==> config.mk <==
export PLATFORM = sky130hd
export DESIGN_NAME = kmau_div
export DESIGN_NICKNAME = d
export VERILOG_FILES = /design/src/rtl/kmau_pkg.sv /design/src/rtl/kmau_div.sv
export SDC_FILE = /design/constraint.sdc
export NUM_CORES = 1
export LEC_CHECK = 0
export ABC_AREA = 1
export BUFFER_PORTS_ARGS = -buffer_cell sky130_fd_sc_hd__buf_2
export CORE_MARGIN = 2
export CORE_UTILIZATION = 50
export DETAILED_ROUTE_END_ITERATION = 16
export PLACE_DENSITY = 0.81
export SLEW_MARGIN = 20
export SYNTH_ARGS = -nofsm -noshare
export SYNTH_HDL_FRONTEND = slang
export SYNTH_SLANG_ARGS = --single-unit
==> constraint.sdc <==
create_clock -name clock -period 2.8 [get_ports clock]
set_input_delay 0.42 -clock clock [delete_from_list [all_inputs] [get_ports clock]]
set_output_delay 0.42 -clock clock [all_outputs]
set_load 0.005 [all_outputs]
==> src/rtl/kmau_pkg.sv <==
`timescale 1ns / 1ps
package kmau_pkg;

   localparam int COORD_W      = 16;
   localparam int SUM_W        = 32;
   localparam int CNT_W        = 17;
   localparam int DIST_W       = 33;
   localparam int SLOT_W       = 4;
   localparam int RESULT_LIMIT = 16;

   localparam logic [CNT_W-1:0]  COUNT_MAX = 17'd65536;
   localparam logic [DIST_W-1:0] DIST_MAX  = '1;

   localparam logic [1:0] CMD_LOAD     = 2'd0;
   localparam logic [1:0] CMD_CLASSIFY = 2'd1;
   localparam logic [1:0] CMD_UPDATE   = 2'd2;
   localparam logic [1:0] CMD_RSVD     = 2'd3;

   // search token moving down the cell chain
   typedef struct packed {
      logic               valid;
      logic [COORD_W-1:0] px;
      logic [COORD_W-1:0] py;
      logic [DIST_W-1:0]  best_d;
      logic [COORD_W-1:0] best_cx;
      logic [COORD_W-1:0] best_cy;
   } tok_type;

   // broadcast writes to the cells
   typedef struct packed {
      logic               load;
      logic               acc;
      logic               upd;
      logic               clr;
      logic [SLOT_W-1:0]  idx;
      logic [COORD_W-1:0] x;
      logic [COORD_W-1:0] y;
   } ctl_type;

endpackage

==> src/rtl/kmau_div.sv <==
`timescale 1ns / 1ps
module kmau_div (
   input  logic                          clock,
   input  logic                          reset,
   input  logic                          start,
   input  logic [kmau_pkg::SUM_W-1:0]    dividend,
   input  logic [kmau_pkg::CNT_W-1:0]    divisor,
   output logic [kmau_pkg::COORD_W-1:0]  quotient,
   output logic                          done
);

   // quotient fits COORD_W bits since the sum is a sum of count coordinates
   logic [kmau_pkg::CNT_W-1:0]   rem_ff, rem_in;
   logic [kmau_pkg::CNT_W-1:0]   dvs_ff;
   logic [kmau_pkg::COORD_W-1:0] sh_ff, sh_in;
   logic [kmau_pkg::COORD_W-1:0] q_ff, q_in;
   logic [4:0]                   step_ff, step_in;
   logic                         busy_ff, busy_in, done_ff, done_in;
   logic [kmau_pkg::CNT_W:0]     trial;

   assign trial = {rem_ff, sh_ff[kmau_pkg::COORD_W-1]};

   always_comb begin
      rem_in  = rem_ff;
      sh_in   = sh_ff;
      q_in    = q_ff;
      step_in = step_ff;
      busy_in = busy_ff;
      done_in = 1'b0;
      if (start) begin
         rem_in  = kmau_pkg::CNT_W'(dividend[kmau_pkg::SUM_W-1:kmau_pkg::COORD_W]);
         sh_in   = dividend[kmau_pkg::COORD_W-1:0];
         step_in = '0;
         busy_in = 1'b1;
      end else if (busy_ff) begin
         sh_in = {sh_ff[kmau_pkg::COORD_W-2:0], 1'b0};
         if (trial >= {1'b0, dvs_ff}) begin
            rem_in = kmau_pkg::CNT_W'(trial - {1'b0, dvs_ff});
            q_in   = {q_ff[kmau_pkg::COORD_W-2:0], 1'b1};
         end else begin
            rem_in = kmau_pkg::CNT_W'(trial);
            q_in   = {q_ff[kmau_pkg::COORD_W-2:0], 1'b0};
         end
         step_in = step_ff + 1'b1;
         if (step_ff == 5'(kmau_pkg::COORD_W - 1)) begin
            busy_in = 1'b0;
            done_in = 1'b1;
         end
      end
   end

   always_ff @(posedge clock) begin
      rem_ff  <= rem_in;
      sh_ff   <= sh_in;
      q_ff    <= q_in;
      step_ff <= step_in;
      if (start) dvs_ff <= divisor;
      if (reset) begin
         busy_ff <= 1'b0;
         done_ff <= 1'b0;
      end else begin
         busy_ff <= busy_in;
         done_ff <= done_in;
      end
   end

   assign quotient = q_ff;
   assign done     = done_ff;

endmodule

==> flow_summary_export.csv <==
group,metric,value,unit
sta,tightest_slew,656.5,ps
global_route,grt_max_degree,36,
min_path,hold_class,"in2reg",
cells_and_area,fill_cells,732,
synthesis,synth-async-reset-ratio,0,%
synthesis,yosysMostFrequentCell,"nand2_1",
cells_and_area,ff_latch_area,2112,um^2
clock_tree,cts_tree,"done",
place,hpwl,5999,um
detailed_routing,routed_wl,8198,um
sta,fin_tns_setup,0,ps
synthesis,syn_inst,493,
cells_and_area,syn_to_final_growth,14.77,%
floorplan,initial_core_util,51.35,%
detailed_routing,first_iter_violations,180,
sta,fin_crit_sh,83.87,%
detailed_routing,drc,0,
cells_and_area,nets,638,
floorplan,die_area,9189,um^2
place,place_congestion,0.8723,
place,pre_cts_ws,469.8,ps
synthesis,ys_warn_count,0,
floorplan,dieWidth,95.86,um
synthesis,synth-seq-area-share,50.06,%
clock_tree,cts-resized-gates,0,
global_route,grt_pass1_wl,13920,um
global_route,grt.total_usage,19.40,%
synthesis,yosysUniqueCellTypes,35,
global_route,antenna_found_initial,0,
detailed_routing,vias_per_cell,4.830,
power_and_ir_drop,vdd_drop_max,0.3381,mV
sta,finalSetupViolCount,0,
clock_tree,clk_pin_slew,80,ps
setup_path,reg2reg_depth,8,
setup_path,rr_startpoint,"rem_ff[14]",
clock_tree,cts_made_buffers,9,
synthesis,synth_area_per_cell,8.558,um^2
setup_path,worstPathArrival,2560,ps
run,maxCapViolations,0,
synthesis,syn_nets,565,
clock_tree,clkSinkCount,73,
cells_and_area,drive_gt1_share,22.07,%
min_path,min-delay-start,"divisor[13]",
synthesis,synth_area_leaders,"edfxtp_1, nand2_1, inv_1",
detailed_routing,ant_nets,0,
global_route,overflow,0,
detailed_routing,dr.pass1.iters,4,
sta,fin_ws,451.6,ps
synthesis,synth_ff_type,"edfxtp_1",
setup_path,path_class,"reg2reg",
place,portBuffers,68,
detailed_routing,routedWlPerCell,12.13,um
sta,hold_viol_final,0,
power_and_ir_drop,p_per_area,685.4,nW/um^2
setup_path,cp_max_fo,18,
synthesis,synth_top_area_cell,"edfxtp_1",
power_and_ir_drop,p_leak,2.450,nW
clock_tree,cts_setup_buffers,0,
floorplan,fp.coreArea,8217,um^2
setup_path,cp-end-kind,"register",
synthesis,synth_commonest_cells,"nand2_1, inv_1, edfxtp_1",
sta,slew_headroom,56.13,%
floorplan,die_height,95.86,um
sta,skew,12.73,ps
status,status,"completed",
clock_tree,htree_levels,3,
sta,drv_slew,0,
synthesis,synth_edf_count,65,
min_path,min_to,"dvs_ff[13]",
cells_and_area,multi_input_area,1693,um^2
floorplan,io_pins,69,
cells_and_area,final_core_util,58.93,%
synthesis,synth_area,4219,um^2
clock_tree,clk_path_buf_depth,2,
setup_path,crit_required,3010,ps
synthesis,synth-seq-cells,73,
clock_tree,hold_buffers,0,
sta,rsz0062_at_grt,"no",
clock_tree,cts_root_buffer,"clkbuf_8",
setup_path,ff2ff_setup_slack,450,ps
detailed_routing,dr_total_vias,3265,
min_path,hold_depth,1,
sta,finalCriticalPeriod,2348,ps
sta,fmax,425.8,MHz
floorplan,num_rows,33,
global_route,grt_pass1_vias,3264,
synthesis,yosysTopAreaCellShare,46.26,%
setup_path,startpoint_type,"register",
clock_tree,worstSkewPairLatency,350,ps
cells_and_area,antenna_cells,0,
setup_path,r2r_end,"rem_ff[4]",
layer usage:
metal / global-route usage [%] / routed length (um) / share of wire (%)
met1: 24.06 / 3716 / 45
met2: 32.93 / 3838 / 47
met3: 4.464 / 503 / 6.1
met4: 7.381 / 140 / 1.7
met5: 0 / 0 / 0
power by group:
group          internal, mW  switching (mW)  total [mW]
sequential             1.33          0.0526        1.38
combinational         0.425           0.727        1.15
clock                 0.412           0.374       0.786
total                  2.17            1.15        3.32
worst max-delay path by stage:
stage / from / end / slack (ps) / cells after the start
2_1_floorplan: sh_ff[15] / rem_ff[6] / 690 / 15
3_3_place_gp: sh_ff[15] / rem_ff[15] / 550 / 15
3_5_place_dp: sh_ff[15] / rem_ff[4] / 470 / 15
4_1_cts: rem_ff[14] / rem_ff[4] / 440 / 8
5_1_grt: rem_ff[14] / rem_ff[5] / 260 / 8
6_report: rem_ff[14] / rem_ff[4] / 450 / 8
final cells by class:
class                           instances  area share, %
Sequential cell                        73          43.62
Multi-Input combinational cell        319          34.96
Timing Repair Buffer                   72          7.907
Inverter                               91          7.054
Clock inverter                          3         0.8786
Tap cell                              105          2.713
Clock buffer                           13          2.868
state kept, by name (all words and copies together) (netlist names):
register and count:
busy_ff 1, done 1, dvs_ff 17, quotient 16, rem_ff 17, sh_ff 16, step_ff 5
critical path, stage by stage, from the launching register on:
cell      delay [ps]
edfxtp_1         400
ha_1             360
a21oi_1          240
o21ai_0          170
a21oi_4          540
nand2_8          220
nand2_1          120
nand3_1           70
nand2_1           90
kinds of logic after synthesis:
kind of cell | count (synthesis) | synth area share, %
compound gates | 17 | 2.669
xor+xnor | 7 | 1.453
fa+ha+maj | 20 | 6.109
buf+inv | 101 | 9.816
flops | 73 | 50.06
simple gates | 275 | 29.89
through the flow:
step | hold WS [ps] | power, mW | instances | instance area, um^2
after CTS | 234.2 | 3.333 | 676 | 4842
after global routing | 234.0 | 3.557 | 676 | 4842
after floorplan | 452.1 | 2.324 | 493 | 4219
after detailed placement | 431.3 | 2.540 | 660 | 4661
final | 244.1 | 3.319 | 676 | 4842
after global placement | 425.5 | 2.507 | 660 | 4661
layout by cell type (no fill, tap or decap), types with 2 or more instances in the layout:
cell and instances:
ha_1 19, nor3_1 6, nand3b_1 2, inv_1 86, nand3_1 36, xnor2_1 6, nand2_2 19, a21oi_4 2
o21ai_0 3, inv_2 4, nor2_1 14, a21oi_1 9, dfxtp_1 8, buf_4 3, nand3_2 10, clkbuf_8 9
clkbuf_1 4, buf_2 68, nor2_2 2, nand2_1 177, edfxtp_1 65, nand2_4 2
(Power assumes the default switching activity.)
