### src/rtl/kmau_pkg.sv
`timescale 1ns / 1ps
package kmau_pkg;

   localparam int COORD_W      = 16;
   localparam int SUM_W        = 32;
   localparam int CNT_W        = 17;
   localparam int DIST_W       = 33;
   localparam int SLOT_W       = 4;
   localparam int RESULT_LIMIT = 16;

   localparam logic [CNT_W-1:0]  COUNT_MAX = 17'd65536;
   localparam logic [DIST_W-1:0] DIST_MAX  = '1;

   localparam logic [1:0] CMD_LOAD     = 2'd0;
   localparam logic [1:0] CMD_CLASSIFY = 2'd1;
   localparam logic [1:0] CMD_UPDATE   = 2'd2;
   localparam logic [1:0] CMD_RSVD     = 2'd3;

   // search token moving down the cell chain
   typedef struct packed {
      logic               valid;
      logic [COORD_W-1:0] px;
      logic [COORD_W-1:0] py;
      logic [DIST_W-1:0]  best_d;
      logic [COORD_W-1:0] best_cx;
      logic [COORD_W-1:0] best_cy;
   } tok_type;

   // broadcast writes to the cells
   typedef struct packed {
      logic               load;
      logic               acc;
      logic               upd;
      logic               clr;
      logic [SLOT_W-1:0]  idx;
      logic [COORD_W-1:0] x;
      logic [COORD_W-1:0] y;
   } ctl_type;

endpackage

### src/rtl/kmau_cell.sv
`timescale 1ns / 1ps
module kmau_cell #(
   parameter int IDX_W    = 4,
   parameter int CELL_IDX = 0
) (
   input  logic                           clock,
   input  logic                           reset,
   input  logic                           active,
   input  kmau_pkg::ctl_type              ctl,
   input  kmau_pkg::tok_type              tok_in,
   input  logic [IDX_W-1:0]               idx_in,
   output kmau_pkg::tok_type              tok_out,
   output logic [IDX_W-1:0]               idx_out,
   output logic [kmau_pkg::COORD_W-1:0]   cx,
   output logic [kmau_pkg::COORD_W-1:0]   cy,
   output logic [kmau_pkg::SUM_W-1:0]     sx,
   output logic [kmau_pkg::SUM_W-1:0]     sy,
   output logic [kmau_pkg::CNT_W-1:0]     cnt
);

   logic [kmau_pkg::COORD_W-1:0] cx_ff, cy_ff;
   logic [kmau_pkg::SUM_W-1:0]   sx_ff, sy_ff;
   logic [kmau_pkg::CNT_W-1:0]   cnt_ff;
   kmau_pkg::tok_type            tok_ff, tok_in_n;
   logic [IDX_W-1:0]             idx_ff, idx_n;
   logic [kmau_pkg::COORD_W-1:0] dx, dy;
   logic [kmau_pkg::DIST_W-1:0]  d_sq;
   logic                         hit, take;

   assign hit = (32'(ctl.idx) == CELL_IDX);
   assign dx  = (tok_in.px >= cx_ff) ? tok_in.px - cx_ff : cx_ff - tok_in.px;
   assign dy  = (tok_in.py >= cy_ff) ? tok_in.py - cy_ff : cy_ff - tok_in.py;
   assign d_sq = {1'b0, 32'(dx) * 32'(dx)} + {1'b0, 32'(dy) * 32'(dy)};
   assign take = tok_in.valid && active && (d_sq < tok_in.best_d);

   always_comb begin
      tok_in_n = tok_in;
      idx_n    = idx_in;
      if (take) begin
         tok_in_n.best_d  = d_sq;
         tok_in_n.best_cx = cx_ff;
         tok_in_n.best_cy = cy_ff;
         idx_n            = IDX_W'(CELL_IDX);
      end
   end

   always_ff @(posedge clock) begin
      idx_ff <= idx_n;
      if (reset) begin
         tok_ff <= '0;
         cx_ff  <= '0;
         cy_ff  <= '0;
         sx_ff  <= '0;
         sy_ff  <= '0;
         cnt_ff <= '0;
      end else begin
         tok_ff <= tok_in_n;
         if ((ctl.load || ctl.upd) && hit) begin
            cx_ff <= ctl.x;
            cy_ff <= ctl.y;
         end
         if (ctl.clr) begin
            sx_ff  <= '0;
            sy_ff  <= '0;
            cnt_ff <= '0;
         end else if (ctl.acc && hit) begin
            sx_ff  <= sx_ff + kmau_pkg::SUM_W'(ctl.x);
            sy_ff  <= sy_ff + kmau_pkg::SUM_W'(ctl.y);
            cnt_ff <= cnt_ff + 1'b1;
         end
      end
   end

   assign tok_out = tok_ff;
   assign idx_out = idx_ff;
   assign cx  = cx_ff;
   assign cy  = cy_ff;
   assign sx  = sx_ff;
   assign sy  = sy_ff;
   assign cnt = cnt_ff;

endmodule

### config.mk
export PLATFORM = sky130hd
export DESIGN_NAME = kmau_cell
export DESIGN_NICKNAME = d
export VERILOG_FILES = /design/src/rtl/kmau_pkg.sv /design/src/rtl/kmau_cell.sv
export SDC_FILE = /design/constraint.sdc
export NUM_CORES = 2
export LEC_CHECK = 0
export ABC_AREA = 1
export ABC_CLOCK_PERIOD_IN_PS = 10300
export BUFFER_PORTS_ARGS = -buffer_cell sky130_fd_sc_hd__buf_2
export CORE_UTILIZATION = 30
export DETAILED_ROUTE_END_ITERATION = 12
export PLACE_DENSITY = 0.56
export SKIP_LAST_GASP = 1
export SLEW_MARGIN = 25
export SYNTH_ARGS = -nofsm -noshare
export SYNTH_HDL_FRONTEND = slang
export SYNTH_SLANG_ARGS = --single-unit
### constraint.sdc
create_clock -name clock -period 10.3 [get_ports clock]
set_input_delay 0.515 -clock clock [delete_from_list [all_inputs] [get_ports clock]]
set_output_delay 0.515 -clock clock [all_outputs]
set_load 0.01 [all_outputs]
==> results.json <==
{
  "synth.most_common_cell": "inv_1",
  "insertion_delay_ns": 0.61,
  "gp_congestion": 0.931,
  "cp-start-kind": "register",
  "drive_above_1_share_pct": 23.3,
  "timing.setup.tns_ns": 0,
  "ys_seq_area_share_pct": 15.2,
  "synth_top_area_share_pct": 27.8,
  "dp_hpwl_mm": 76.1,
  "dieWidth_um": 310,
  "min_path_type": "in -> reg",
  "path_common_cell": "fa_1",
  "synthDistinctLibCells": 56,
  "grt_pass1_vias": 25700,
  "yosys_warnings": 0,
  "cts_buffers": 26,
  "globalRoute.totalOverflow": 0,
  "tightest_slew_ns": 0.921,
  "post-route-period-util_pct": 97.0,
  "max_slew_margin_pct": 38.6,
  "cp.arrival_ns": 10.50,
  "setup_ws_ns": 0.309,
  "grt_use_met3_pct": 4.08,
  "max_stage_delay_ns": 0.58,
  "grt_antenna_before_repair": 12,
  "slew_violations": 0,
  "clock_skew_ns": 0.0408,
  "ios": 360,
  "use_met2_pct": 33.2,
  "maxClockFrequency_mhz": 100,
  "port_buffers": 359,
  "synth_edf_count": 0,
  "vias_per_cell": 4.58,
  "dp_worst_setup_slack_ns": -0.590,
  "hold_viol": 0,
  "finalSetupViolCount": 0,
  "areaGrowthSynthToFinish_pct": 26.8,
  "cp-end-kind": "register",
  "status": "finished clean",
  "synthCells": 3625,
  "cts_tree": "done",
  "drc": 0,
  "route.vias.total": 25300,
  "drt_first_pass_iters": 5,
  "path_max_fanout": 7,
  "async_flop_share_pct": 0,
  "slowest_stage": "fa_1",
  "ctsLongestPathBuffers": 3,
  "fin_nets": 5115,
  "finalCriticalPeriod_ns": 9.99,
  "cts_max_level": 1,
  "antenna_left": 0,
  "whs_ns": 0.0863,
  "clkSinkCount": 215,
  "worst_ep_required_time_ns": 10.81,
  "track_usage_pct": 18.6,
  "dr.first_iter.drc_count": 1283,
  "synth_top_area_cell": "fa_1",
  "wl_per_cell_um": 16.6,
  "start_util_pct": 30.4,
  "syn_area_um2": 28400,
  "cts.clk_slew.worst_paths_ns": 0.06,
  "rows": 112,
  "crit_type": "reg -> reg",
  "cts-root-buf": "clkbuf_16",
  "synth_common_cells": "895 x inv_1, 453 x nand2_1, 394 x fa_1",
  "synthTopCellsByArea": "fa_1 28%, dfxtp_1 15%, ha_1 14%",
  "die_h_um": 310,
  "synth-main-ff-cell": "dfxtp_1",
  "coreArea_um2": 93500,
  "grt_max_degree": 90,
  "synth_nets": 4482,
  "die_area_um2": 95800,
  "yosys_register_bits": 215,
  "top_usage_layer": "met2",
  "routed_wl_mm": 91.7,
  "maxCapViolations": 0,
  "grt_pass1_wl_mm": 139,
  "grt_util_met1_pct": 22.4,
  "synth.avg_cell_area_um2": 7.83
}
cells by family after synthesis:
kind of cell	share of synthesized area (%)
flops	15.2
simple gates	14.4
compound gates	11.7
xor+xnor	3.45
fa+ha+maj	41.8
buf+inv	13.5
layout by cell type, fill, tap and decap left out, types with 8 or more instances in the layout:
| cell | synthesis | final |
|---|---|---|
| a21o_1 | 10 | 10 |
| a21oi_1 | 271 | 243 |
| a21oi_2 | 2 | 25 |
| buf_12 | 0 | 8 |
| buf_2 | 22 | 359 |
| buf_4 | 10 | 298 |
| buf_6 | 1 | 15 |
| clkbuf_16 | 0 | 31 |
| dfxtp_1 | 215 | 204 |
| dfxtp_2 | 0 | 10 |
| fa_1 | 394 | 385 |
| fa_2 | 0 | 9 |
| ha_1 | 318 | 296 |
| ha_4 | 0 | 16 |
| inv_1 | 895 | 870 |
| inv_2 | 14 | 32 |
| nand2_1 | 453 | 414 |
| nand2_2 | 12 | 39 |
| nand2_4 | 1 | 15 |
| nand3_1 | 91 | 86 |
| nand4_1 | 22 | 22 |
| nor2_1 | 352 | 317 |
| nor2_2 | 10 | 36 |
| nor2_4 | 0 | 9 |
| nor3_1 | 34 | 30 |
| o211ai_1 | 11 | 11 |
| o21a_1 | 15 | 15 |
| o21ai_0 | 210 | 191 |
| o21ai_1 | 12 | 20 |
| o21ai_2 | 5 | 11 |
| o21bai_1 | 30 | 30 |
| xnor2_1 | 32 | 32 |
| xor2_1 | 66 | 61 |
sequential cells by signal, indices dropped and copies added, names as in the netlist:
register  cells
tok_out      98
cy           16
cx           16
idx_out       4
sy           32
sx           32
cnt          17
final cells by class:
class	count	area, µm²
clock inverter	13	155
antenna	3	7.51
tap	1254	1570
timing repair inverter	1	7.51
timing repair buffer	687	4540
multi-input combinational	2414	21200
clock buffer	31	699
sequential	215	4320
fill	9841	57500
inverter	913	3470
metal layers:
layer	routed length [µm]	part of all wire [%]
met3	5720	6.2
met2	46000	50
met1	37400	41
met4	2450	2.7
met5	108	0.12
critical path: cells and delay by family, from the launching register on:
family,cells,cell delay [ns]
flip-flops,1,0.43
adder cells (fa/ha/maj),11,4.83
AO/OA/AOI/OAI,6,0.81
buffers and inverters,18,2.04
AND/OR/NAND/NOR,13,1.48
XOR/XNOR,2,0.33
path summary, 6_finish.rpt:
check                           cells after the start  slack [ns]      start           to
worst max-delay path                               50        0.31     cy[13]  tok_out[14]
worst min-delay path                                3        0.09  idx_in[0]   idx_out[0]
worst max register to register                     50        0.31     cy[13]  tok_out[14]
worst min register to register                      1        0.47     sy[31]       sy[31]
per-stage QoR:
step,area (µm²),utilization [%],cells
2_1_floorplan,28400,-,3625
3_3_place_gp,33500,35.8,5430
3_5_place_dp,33500,35.8,5430
4_1_cts,34500,36.9,5478
5_1_grt,36000,38.5,5528
6_report,36000,38.5,5531
repair_timing:
item                                   in CTS  in global routing
hold buffers                                0                  0
setup endpoints to repair                  69                 69
pin swaps                                   2                100
gates resized for setup                    15                268
endpoints found under the hold margin       0                  0
cloned                                      1                 10
setup buffers                               3                 40
Power is not shown: default switching activity piles up to over one toggle a cycle in this logic, so the estimate is an artifact.
